--- src/rtl/fra_pkg.sv ---
package fra_pkg;

   localparam int unsigned KIND_W   = 2;
   localparam int unsigned HANDLE_W = 6;
   localparam int unsigned STATUS_W = 2;

   typedef enum logic [KIND_W-1:0] {
      KIND_ALLOC     = 2'd0,
      KIND_TRY_ALLOC = 2'd1,
      KIND_FREE      = 2'd2
   } kind_type;

   typedef enum logic [STATUS_W-1:0] {
      ST_OK         = 2'd0,
      ST_EMPTY      = 2'd1,
      ST_NOT_IN_USE = 2'd2,
      ST_EXHAUSTED  = 2'd3
   } status_type;

   typedef enum logic {
      S_IDLE,
      S_EXEC
   } state_type;

   // controller to datapath
   typedef struct packed {
      logic capture;
      logic execute;
   } ctrl_cmd_type;

   // datapath to controller
   typedef struct packed {
      logic out_free;
   } dp_status_type;

endpackage

--- src/rtl/fra_req_if.sv ---
interface fra_req_if import fra_pkg::*; ();
   logic                valid;
   logic                ready;
   logic [KIND_W-1:0]   kind;
   logic [HANDLE_W-1:0] handle_in;

   modport source (output valid, output kind, output handle_in, input ready);
   modport sink (input valid, input kind, input handle_in, output ready);
endinterface

--- src/rtl/fra_rsp_if.sv ---
interface fra_rsp_if import fra_pkg::*; ();
   logic                valid;
   logic                ready;
   logic [HANDLE_W-1:0] handle_out;
   logic [STATUS_W-1:0] status;

   modport source (output valid, output handle_out, output status, input ready);
   modport sink (input valid, input handle_out, input status, output ready);
endinterface

--- src/rtl/fra_ram.sv ---
module fra_ram #(
   parameter int unsigned WIDTH = 1,
   parameter int unsigned DEPTH = 2
) (
   input  logic                     clock,
   input  logic                     wr_en,
   input  logic [$clog2(DEPTH)-1:0] wr_addr,
   input  logic [WIDTH-1:0]         wr_data,
   input  logic                     rd_en,
   input  logic [$clog2(DEPTH)-1:0] rd_addr,
   output logic [WIDTH-1:0]         rd_data_ff
);

   logic [WIDTH-1:0] mem_ff [DEPTH];

   always_ff @(posedge clock) begin
      if (wr_en) begin
         mem_ff[wr_addr] <= wr_data;
      end
      if (rd_en) begin
         rd_data_ff <= mem_ff[rd_addr];
      end
   end

endmodule

--- src/rtl/fra_ctrl.sv ---
module fra_ctrl import fra_pkg::*; (
   input  logic          clock,
   input  logic          reset,
   input  logic          req_valid,
   output logic          req_ready,
   input  dp_status_type sts,
   output ctrl_cmd_type  cmd
);

   state_type state_ff, state_in;

   always_ff @(posedge clock) begin
      if (reset) begin
         state_ff <= S_IDLE;
      end else begin
         state_ff <= state_in;
      end
   end

   always_comb begin
      state_in = state_ff;
      unique case (state_ff)
         S_IDLE: begin
            if (req_valid) begin
               state_in = S_EXEC;
            end
         end
         S_EXEC: begin
            // wait for room in the output register
            if (sts.out_free) begin
               state_in = S_IDLE;
            end
         end
         default: state_in = S_IDLE;
      endcase
   end

   always_comb begin
      req_ready   = 1'b0;
      cmd.capture = 1'b0;
      cmd.execute = 1'b0;
      unique case (state_ff)
         S_IDLE: begin
            req_ready   = 1'b1;
            cmd.capture = req_valid;
         end
         S_EXEC: begin
            cmd.execute = sts.out_free;
         end
         default: ;
      endcase
   end

endmodule

--- src/rtl/fra_datapath.sv ---
module fra_datapath import fra_pkg::*; #(
   parameter int unsigned POOL_SIZE = 64
) (
   input  logic                clock,
   input  logic                reset,
   input  ctrl_cmd_type        cmd,
   output dp_status_type       sts,
   input  logic [KIND_W-1:0]   req_kind,
   input  logic [HANDLE_W-1:0] req_handle_in,
   output logic                rsp_valid,
   input  logic                rsp_ready,
   output logic [HANDLE_W-1:0] rsp_handle_out,
   output logic [STATUS_W-1:0] rsp_status
);

   localparam int unsigned HW    = $clog2(POOL_SIZE);
   localparam int unsigned CW    = $clog2(POOL_SIZE + 1);
   localparam int unsigned CMP_W = CW + HANDLE_W;

   localparam logic [HW-1:0] LAST_POS = HW'(POOL_SIZE - 1);
   localparam logic [CW-1:0] FULL_CNT = CW'(POOL_SIZE);

   kind_type            kind_ff;
   logic [HANDLE_W-1:0] hin_ff;
   logic [HW-1:0]       head_ff, head_in;
   logic [HW-1:0]       tail_ff, tail_in;
   logic [CW-1:0]       count_ff, count_in;
   logic [CW-1:0]       created_ff, created_in;
   logic                rsp_valid_ff, rsp_valid_in;
   logic [HANDLE_W-1:0] rsp_handle_ff, rsp_handle_in;
   status_type          rsp_status_ff, rsp_status_in;

   logic [HW-1:0] q_rd_data;
   logic          map_rd_data;
   logic          map_wr_en;
   logic [HW-1:0] map_wr_addr;
   logic          map_wr_data;
   logic          q_wr_en;

   logic          do_pop, do_create, do_release;
   logic          queue_nonempty, can_create, is_used;
   logic [HW-1:0] res_handle;
   status_type    res_status;

   always_ff @(posedge clock) begin
      if (cmd.capture) begin
         kind_ff <= kind_type'(req_kind);
         hin_ff  <= req_handle_in;
      end
   end

   fra_ram #(.WIDTH(HW), .DEPTH(POOL_SIZE)) u_free_queue (
      .clock      (clock),
      .wr_en      (q_wr_en),
      .wr_addr    (tail_ff),
      .wr_data    (HW'(hin_ff)),
      .rd_en      (cmd.capture),
      .rd_addr    (head_ff),
      .rd_data_ff (q_rd_data)
   );

   // entries at or above created_ff were never written and read as free
   fra_ram #(.WIDTH(1), .DEPTH(POOL_SIZE)) u_in_use_map (
      .clock      (clock),
      .wr_en      (map_wr_en),
      .wr_addr    (map_wr_addr),
      .wr_data    (map_wr_data),
      .rd_en      (cmd.capture),
      .rd_addr    (HW'(req_handle_in)),
      .rd_data_ff (map_rd_data)
   );

   assign queue_nonempty = (count_ff != '0);
   assign can_create     = (created_ff != FULL_CNT);
   assign is_used        = (CMP_W'(hin_ff) < CMP_W'(created_ff)) && map_rd_data;

   always_comb begin
      do_pop     = 1'b0;
      do_create  = 1'b0;
      do_release = 1'b0;
      res_handle = '0;
      res_status = ST_EMPTY;
      unique case (kind_ff)
         KIND_ALLOC: begin
            if (queue_nonempty) begin
               do_pop     = 1'b1;
               res_handle = q_rd_data;
               res_status = ST_OK;
            end else if (can_create) begin
               do_create  = 1'b1;
               res_handle = HW'(created_ff);
               res_status = ST_OK;
            end else begin
               res_status = ST_EXHAUSTED;
            end
         end
         KIND_TRY_ALLOC: begin
            if (queue_nonempty) begin
               do_pop     = 1'b1;
               res_handle = q_rd_data;
               res_status = ST_OK;
            end
         end
         KIND_FREE: begin
            if (is_used) begin
               do_release = 1'b1;
               res_status = ST_OK;
            end else begin
               res_status = ST_NOT_IN_USE;
            end
         end
         default: res_status = ST_EMPTY;
      endcase
   end

   assign map_wr_en   = cmd.execute && (do_pop || do_create || do_release);
   assign map_wr_data = !do_release;
   assign q_wr_en     = cmd.execute && do_release && (count_ff != FULL_CNT);

   always_comb begin
      priority if (do_pop) begin
         map_wr_addr = q_rd_data;
      end else if (do_create) begin
         map_wr_addr = HW'(created_ff);
      end else begin
         map_wr_addr = HW'(hin_ff);
      end
   end

   always_comb begin
      head_in    = head_ff;
      tail_in    = tail_ff;
      count_in   = count_ff;
      created_in = created_ff;
      if (cmd.execute && do_pop) begin
         head_in  = (head_ff == LAST_POS) ? '0 : head_ff + 1'b1;
         count_in = count_ff - 1'b1;
      end
      if (q_wr_en) begin
         tail_in  = (tail_ff == LAST_POS) ? '0 : tail_ff + 1'b1;
         count_in = count_ff + 1'b1;
      end
      if (cmd.execute && do_create) begin
         created_in = created_ff + 1'b1;
      end
   end

   always_comb begin
      rsp_valid_in  = rsp_valid_ff;
      rsp_handle_in = rsp_handle_ff;
      rsp_status_in = rsp_status_ff;
      if (cmd.execute) begin
         rsp_valid_in  = 1'b1;
         rsp_handle_in = HANDLE_W'(res_handle);
         rsp_status_in = res_status;
      end else if (rsp_ready) begin
         rsp_valid_in = 1'b0;
      end
   end

   always_ff @(posedge clock) begin
      if (reset) begin
         head_ff      <= '0;
         tail_ff      <= '0;
         count_ff     <= '0;
         created_ff   <= '0;
         rsp_valid_ff <= 1'b0;
      end else begin
         head_ff      <= head_in;
         tail_ff      <= tail_in;
         count_ff     <= count_in;
         created_ff   <= created_in;
         rsp_valid_ff <= rsp_valid_in;
      end
   end

   always_ff @(posedge clock) begin
      rsp_handle_ff <= rsp_handle_in;
      rsp_status_ff <= rsp_status_in;
   end

   assign sts.out_free   = !rsp_valid_ff || rsp_ready;
   assign rsp_valid      = rsp_valid_ff;
   assign rsp_handle_out = rsp_handle_ff;
   assign rsp_status     = rsp_status_ff;

endmodule

--- src/rtl/fifo_reuse_handle_allocator_unit.sv ---
// Handle pool allocator with first-in first-out reuse of freed handles. Each request
// (allocate, try-allocate, free) gives exactly one response with a handle and a status.
// A request passes through two states: the accept state reads the free queue RAM at its head
// and the in-use bitmap RAM at the request's handle, and the execute state resolves the request,
// writes both RAMs back and loads the output register. The next request is accepted only once
// the controller is back in idle, so no request is taken while one is in execution, and
// a response held by the sink stalls the execute state. No clearing pass runs
// after reset: handles at or above the created count read as not in use.
module fifo_reuse_handle_allocator_unit import fra_pkg::*; #(
   parameter int unsigned POOL_SIZE = 64
) (
   input  logic clock,
   input  logic reset,
   fra_req_if.sink   req_ch,
   fra_rsp_if.source rsp_ch
);

   ctrl_cmd_type  cmd;
   dp_status_type sts;

   fra_ctrl u_ctrl (
      .clock     (clock),
      .reset     (reset),
      .req_valid (req_ch.valid),
      .req_ready (req_ch.ready),
      .sts       (sts),
      .cmd       (cmd)
   );

   fra_datapath #(.POOL_SIZE(POOL_SIZE)) u_datapath (
      .clock          (clock),
      .reset          (reset),
      .cmd            (cmd),
      .sts            (sts),
      .req_kind       (req_ch.kind),
      .req_handle_in  (req_ch.handle_in),
      .rsp_valid      (rsp_ch.valid),
      .rsp_ready      (rsp_ch.ready),
      .rsp_handle_out (rsp_ch.handle_out),
      .rsp_status     (rsp_ch.status)
   );

endmodule

--- src/flat_wrapper.sv ---
// flat-port wrapper written by rule: the top's interface ports become plain ports
module fifo_reuse_handle_allocator_unit_flat import fra_pkg::*;
#(
   parameter int unsigned POOL_SIZE = 64
)
  (clock, reset, req_ch_valid, req_ch_kind, req_ch_handle_in, req_ch_ready, rsp_ch_valid, rsp_ch_handle_out, rsp_ch_status, rsp_ch_ready);
  fra_req_if req_ch_i ();
  fra_rsp_if rsp_ch_i ();
  input  logic clock;
  input  logic reset;
  input wire logic [$bits(req_ch_i.valid)-1:0] req_ch_valid;
  input wire logic [$bits(req_ch_i.kind)-1:0] req_ch_kind;
  input wire logic [$bits(req_ch_i.handle_in)-1:0] req_ch_handle_in;
  output wire logic [$bits(req_ch_i.ready)-1:0] req_ch_ready;
  output wire logic [$bits(rsp_ch_i.valid)-1:0] rsp_ch_valid;
  output wire logic [$bits(rsp_ch_i.handle_out)-1:0] rsp_ch_handle_out;
  output wire logic [$bits(rsp_ch_i.status)-1:0] rsp_ch_status;
  input wire logic [$bits(rsp_ch_i.ready)-1:0] rsp_ch_ready;
  assign req_ch_i.valid = req_ch_valid;
  assign req_ch_i.kind = req_ch_kind;
  assign req_ch_i.handle_in = req_ch_handle_in;
  assign req_ch_ready = req_ch_i.ready;
  assign rsp_ch_valid = rsp_ch_i.valid;
  assign rsp_ch_handle_out = rsp_ch_i.handle_out;
  assign rsp_ch_status = rsp_ch_i.status;
  assign rsp_ch_i.ready = rsp_ch_ready;
  fifo_reuse_handle_allocator_unit #(.POOL_SIZE(POOL_SIZE)) u_core (.clock(clock), .reset(reset), .req_ch(req_ch_i), .rsp_ch(rsp_ch_i));
endmodule
--- config.mk ---
export PLATFORM = sky130hd
export DESIGN_NAME = fifo_reuse_handle_allocator_unit_flat
export DESIGN_NICKNAME = d
export VERILOG_FILES = /design/src/rtl/fra_pkg.sv /design/src/rtl/fra_req_if.sv /design/src/rtl/fra_rsp_if.sv /design/src/rtl/fra_ram.sv /design/src/rtl/fra_ctrl.sv /design/src/rtl/fra_datapath.sv /design/src/rtl/fifo_reuse_handle_allocator_unit.sv /design/src/flat_wrapper.sv
export SDC_FILE = /design/constraint.sdc
export NUM_CORES = 1
export LEC_CHECK = 0
export ABC_AREA = 1
export BUFFER_PORTS_ARGS = -buffer_cell sky130_fd_sc_hd__buf_4
export CAP_MARGIN = 25
export CORE_AREA = 2 2 249 251
export DETAILED_ROUTE_END_ITERATION = 10
export DIE_AREA = 0 0 251 253
export SLEW_MARGIN = 20
export SYNTH_ARGS = -nofsm -noshare
export SYNTH_HDL_FRONTEND = slang
export SYNTH_SLANG_ARGS = --single-unit
--- constraint.sdc ---
create_clock -name clock -period 5.7 [get_ports clock]
set_clock_uncertainty 0.05 [all_clocks]
set_input_delay 1.14 -clock clock [delete_from_list [all_inputs] [get_ports clock]]
set_output_delay 1.14 -clock clock [all_outputs]
set_load 0.02 [all_outputs]
Yosys cells after proc, flatten, opt, wreduce, memory -nomap -nowiden

Memory sizes are Yosys's and may differ from the RTL's. A register that Yosys moved wholly into a read port is not among the register bits.
Index checks and enable logic that the tools add are counted.

Output and inout port bits: 10
Input bits: 12
Logic and storage cells: 75
RAM bits: 448
Bits in registers: 44
Memories: 2

Memory list:

| memory                                | words | bits a word | rd ports | clocked after memory_dff | write ports | line          | RTL |
|---|---|---|---|---|---|---|---|
| u_core.u_datapath.u_free_queue.mem_ff | 64    | 6           | 1        | 1                        | 1           | fra_ram.sv:14 | `logic [WIDTH-1:0] mem_ff [DEPTH];` |
| u_core.u_datapath.u_in_use_map.mem_ff | 64    | 1           | 1        | 1                        | 1           | fra_ram.sv:14 |  |

Eq/ne operators: 6
Muxes and demuxes: 34
Reduce and logical (&&, ||, !) cells: 16
Bitwise logic cells: 1
$lt $le $gt $ge: 1
Add/subtract/negate cells: 5

Operators with widths:

| cell                  | count |
|---|---|
| $mux W6               | 7 |
| $mux W1               | 19 |
| $add A7 B1 Y7 const B | 2 |
| $mux W7               | 2 |
| $ne A7 B7 Y1 const B  | 2 |
| $add A6 B1 Y6 const B | 2 |
| $eq A6 B6 Y1 const B  | 2 |
| $pmux W6 S2           | 1 |
| $lt A6 B7 Y1          | 1 |
| $reduce_bool A7 Y1    | 1 |
| $sub A7 B1 Y7 const B | 1 |
| $logic_and A1 B1 Y1   | 6 |
| $mux W2               | 3 |
| $pmux W2 S3           | 1 |
| $reduce_bool A2 Y1    | 2 |
| $logic_or A1 B1 Y1    | 3 |
| $eq A2 B1 Y1 const B  | 1 |
| $eq A2 B2 Y1 const B  | 1 |
| $logic_not A1 Y1      | 2 |
| $logic_not A2 Y1      | 1 |
| $pmux W1 S2           | 1 |
| $reduce_or A2 Y1      | 1 |
| $not A1 Y1            | 1 |

Logic depth before layout (Yosys ltp)

Depth in word-level cells: 9
Depth in mapped cells: 19
Gate-level depth less buffers: 18

Hierarchy

Synthesis repeated with hierarchy kept, for this count alone.

Cell total of the unflattened synthesis: 2004
Area, all modules: 21535.7 sq um

By module, submodules not included:

| module                                    | times used | area each (sq um) | cells an instance |
|---|---|---|---|
| fra_ram at u_core.u_datapath.u_free_queue | 1          | 15990.3           | 1376 |
| fra_ram at u_core.u_datapath.u_in_use_map | 1          | 3055.4            | 314 |
| fra_datapath                              | 1          | 2433.6            | 304 |
| fra_ctrl                                  | 1          | 56.3              | 10 |

Worst setup path after synthesis

No wires, ideal clock.

Kind: register to register
Start point: register u_core.u_datapath.hin_ff[2]
End point: memory u_core.u_datapath.u_in_use_map.mem_ff[12], enable pin
Cell stages (with the launch flop): 9
Setup slack: 1796 ps
Arrival: 3553 ps
Path through: edfxtp_1 > ha_1 > a21oi_1 > nand2_1 > nand2_1 > nand3_1 > a21oi_4 > nand3_1 > nor2_1

Longest elaborated chain between the ends: 8
Elaborated cells between the ends (all ways): 10
Those cells by class: order compare: 1; mux: 6; reduce/logical: 3

Ends and longest elaborated chain:

| item                          | line                | RTL |
|---|---|---|
| from (decl)                   | fra_datapath.sv:24  | `logic [HANDLE_W-1:0] hin_ff;` |
| from (signal assigned)        | fra_datapath.sv:48  | `hin_ff <= req_handle_in;` |
| $lt A6 B7 Y1                  | fra_datapath.sv:75  | `assign is_used = (CMP_W'(hin_ff) < CMP_W'(created_ff)) && map_rd_data;` |
| $logic_and A1 B1 Y1           | fra_datapath.sv:75  |  |
| $mux W1                       | fra_datapath.sv:105 | `if (is_used) begin` |
| $mux W1                       | fra_datapath.sv:83  | `unique case (kind_ff)` |
| $logic_or A1 B1 Y1            | fra_datapath.sv:116 | `assign map_wr_en = cmd.execute && (do_pop \|\| do_create \|\| do_release);` |
| $logic_and A1 B1 Y1           | fra_datapath.sv:116 |  |
| $mux W1                       | fra_ram.sv:17       | `if (wr_en) begin` |
| $mux W1 (not written as such) | fra_ram.sv:18       | `mem_ff[wr_addr] <= wr_data;` |
| to (decl)                     | fra_ram.sv:14       |  |

Several ways; a longest one is shown, not always the timed one.

Worst setup path in the final report

Start point: input rsp_ch_ready
End point: memory u_core.u_datapath.u_free_queue.mem_ff[57][2] in the netlist's numbering, enable pin

Longest elaborated chain between the ends: 6

Ends and longest elaborated chain:

| item                              | line                | RTL |
|---|---|---|
| from (decl)                       | flat_wrapper.sv:18  | `input wire logic [$bits(rsp_ch_i.ready)-1:0] rsp_ch_ready;` |
| $logic_or A1 B1 Y1                | fra_datapath.sv:182 | `assign sts.out_free = !rsp_valid_ff \|\| rsp_ready;` |
| $mux W1                           | fra_ctrl.sv:42      | `unique case (state_ff)` |
| $logic_and A1 B1 Y1 (2 in series) | fra_datapath.sv:118 | `assign q_wr_en = cmd.execute && do_release && (count_ff != FULL_CNT);` |
| $mux W1                           | fra_ram.sv:17       |  |
| $mux W1 (not written as such)     | fra_ram.sv:18       |  |
| to (decl)                         | fra_ram.sv:14       |  |

No other way between the ends.

==> impl_metrics.toml <==
[yosys]
synth.yosys.seq_area_share_pct = 69.75
synth_most_common_cell = "edfxtp_1"
synth_seq_cells = 499
synth_edf_count = 471
synthDistinctLibCells = 36
syn_nets = 1931
syn_area_sq_mm = 0.02108
ys_warn_count = 0
yosys.area.top_type = "edfxtp_1"
synth_flop_cell = "edfxtp_1"
yosysTopAreaCellShare_pct = 67.09
yosys-top-cells-area = "edfxtp_1 67%, nor2_1 6.9%, nand2_1 5.2%"
synthArstFlopShare_pct = 0
synth.avg_cell_area_sq_um = 11.08
synth_common_cells = "471 x edfxtp_1, 390 x nor2_1, 291 x nand2_1"
postSynthCellCount = 1903

[placement]
hpwl_mm = 31.39
dp_slack_ns = 1.394
place.gp.congestion = 0.8729
placedInstanceArea_sq_mm = 0.02201
dpl.cell_count = 2639
io_buffers = 21

[min_path]
hold_path_class = "reg2reg"

[worst_setup_path]
worst-endpoint-required_ns = 5.91
critPathTopFamily = "simple AND/OR/NAND/NOR gates"
worstPathBufferInverterCount = 5
critPathCaptureType = "flop"
crit_type = "in2reg"
crit_path_max_fanout = 17
cpPeakStageDelay_ns = 0.68
cp_cell_sequence = "buf_4, inv_1, nand2_1, nand2_1, inv_1, o21ai_0, inv_1, nand2_1, buf_4, nor2_1, nand3_1, nor2_1"
crit_arrival_ns = 3.89
worstSetupStartpointType = "primary input"
critPathSlowestCell = "nor2_1"

[sta]
final.min_clock_period_ns = 3.682
post-route-period-util_pct = 64.60
setup_violations = 0
clock.fmax_ghz = 0.2716
worst_slack_ns = 2.018
finalMaxSlewViolations = 0
setup_tns_ns = 0
rsz0062_at_grt = "false"
worst_slew_pin_slew_ns = 0.9307
max_slew_margin_pct = 37.95
hold_viol = 0
finalHoldWorstSlack_ns = 0.4160

[global_route]
antenna_found_initial = 0
grt_max_degree = 117
grt_pass1_vias = 13840
grt_pass1_wl_mm = 79.78
grt_usage_pct = 16.31
overflow = 0

[routing]
ant_nets = 0
via_per_inst = 5.164
wirelength_mm = 52.12
drc_errors = 0
drt_pass1_iterations = 5
drtIter0Drc = 1361
post_drt_wl_per_cell_um = 19.06
vias = 14120

[flow_run]
maxCapViolCount = 0

[floorplan]
initial_utilization_pct = 34.54
io_pins = 22
core_sq_mm = 0.06103
die_h_um = 253
fp-row-count = 91
dieArea_sq_mm = 0.06350
die_w_um = 251

[layout]
drive_above_1_share_pct = 7.099
num-nets-final = 1932
fill_cells = 5754
postLayoutCoreUtil_pct = 38.88
final_cell_count_no_fill = 2734
area.growth.synth_to_final_pct = 12.57
n_antenna_cell = 0
final_area_sq_mm = 0.02373

[power]
leakage_nw = 7.950
swShare_pct = 25.22
combPwrFrac_pct = 10.5
p_sw_mw = 2.081
p_int_mw = 6.171
vdd_drop_max_uv = 256.6
p_per_area_mw_per_mm2 = 347.7
sequentialPowerShare_pct = 49.6
total_power_mw = 8.252
p_clk_share_pct = 40.0

[clock_network]
post_cts_buffers = 0
root_buffer = "clkbuf_16"
cts_tree = "done"
cts_made_buffers = 50
cts_buffer_depth = 3
clk_pin_slew_ns = 0.06
clock-sinks = 499
clk_latency_ns = 0.62
htreeDepth = 2
cts-resized-gates = 0
postCtsHoldBufs = 0

[outcome]
status = "completed"
==> metal layers <==
metal | global-route usage [%] | up-vias | routed length, um
met2 | 27.50 | 491 | 25050
li1 | - | 6696 | -
met5 | 0 | - | 0
met3 | 2.621 | 101 | 3535
met1 | 21.34 | 6830 | 22110
met4 | 5.731 | 0 | 1424
==> flip-flops by register name, summed over array words and instances, names as in the netlist <==
| name | count |
|---|---|
| u_core.u_ctrl.state_ff | 1 |
| u_core.u_datapath.count_ff | 7 |
| u_core.u_datapath.created_ff | 7 |
| u_core.u_datapath.head_ff | 6 |
| u_core.u_datapath.hin_ff | 6 |
| u_core.u_datapath.kind_ff | 2 |
| u_core.u_datapath.rsp_handle_out | 6 |
| u_core.u_datapath.rsp_status | 2 |
| u_core.u_datapath.rsp_valid | 1 |
| u_core.u_datapath.tail_ff | 6 |
| u_core.u_datapath.u_free_queue.mem_ff | 384 |
| u_core.u_datapath.u_free_queue.rd_data_ff | 6 |
| u_core.u_datapath.u_in_use_map.mem_ff | 64 |
| u_core.u_datapath.u_in_use_map.rd_data_ff | 1 |
==> final timing paths <==
kind,from,slack (ns),to,cells after the start
setup / recovery,rsp_ch_ready,2.02,u_core.u_datapath.u_free_queue.mem_ff[57][2]$_DFFE_PP_,12
hold reg to reg,u_core.u_datapath.created_ff[6]$_SDFFE_PP0P_,0.42,u_core.u_datapath.created_ff[6]$_SDFFE_PP0P_,2
setup reg to reg,u_core.u_datapath.head_ff[0]$_SDFFE_PP0P_,2.11,u_core.u_datapath.u_free_queue.rd_data_ff[5]$_DFFE_PP_,10
hold / removal,u_core.u_datapath.created_ff[6]$_SDFFE_PP0P_,0.42,u_core.u_datapath.created_ff[6]$_SDFFE_PP0P_,2
==> layout by cell type, fill, tap and decap left out, drive strengths merged, types with 30 or more instances in the layout <==
cell type    n
clkbuf      55
nand3      145
buf         42
edfxtp     471
nand2      292
o211ai      48
o21ai      210
nor2       393
o22ai       30
a21oi       47
inv         89
==> power groups by stage <==
stage / Clock (mW) / Combinational [mW] / Sequential [mW]
floorplan: 0 / 0.568 / 4.17
global placement: 0 / 0.830 / 4.18
detailed placement: 0 / 0.832 / 4.18
CTS: 3.35 / 0.835 / 4.11
global route: 3.48 / 0.958 / 4.10
finish: 3.30 / 0.863 / 4.09
==> worst register-to-register path: stages (launching register included) <==
cell and delay (ns):
dfxtp_4 0.86, buf_4 0.65, buf_4 0.64, nor2_1 0.12, nor2_1 0.11, o21ai_0 0.12
o211ai_1 0.18, nand3_1 0.18, nand3b_1 0.13, nand3_1 0.18, nand2_1 0.20
==> cell families after synthesis <==
kind of cell	count (synthesis)	share of synthesized area (%)
AO/OA/AOI/OAI	342	9.004
adder cells (fa/ha/maj)	16	0.9853
AND/OR/NAND/NOR	859	16.70
XOR/XNOR	7	0.2908
flip-flops	499	69.75
buffers and inverters	180	3.270
==> cell type report <==
| cell class | count | area (sq um) | area share, % |
|---|---|---|---|
| Tap cell | 790 | 988.4 | 4.165 |
| Multi-Input combinational cell | 1224 | 5692 | 23.98 |
| Sequential cell | 499 | 14710 | 62.00 |
| Clock buffer | 55 | 1270 | 5.352 |
| Clock inverter | 37 | 384.1 | 1.619 |
| Inverter | 87 | 329.1 | 1.387 |
| Timing Repair Buffer | 42 | 355.3 | 1.497 |
Note: power is estimated with default switching activity, not from simulation.
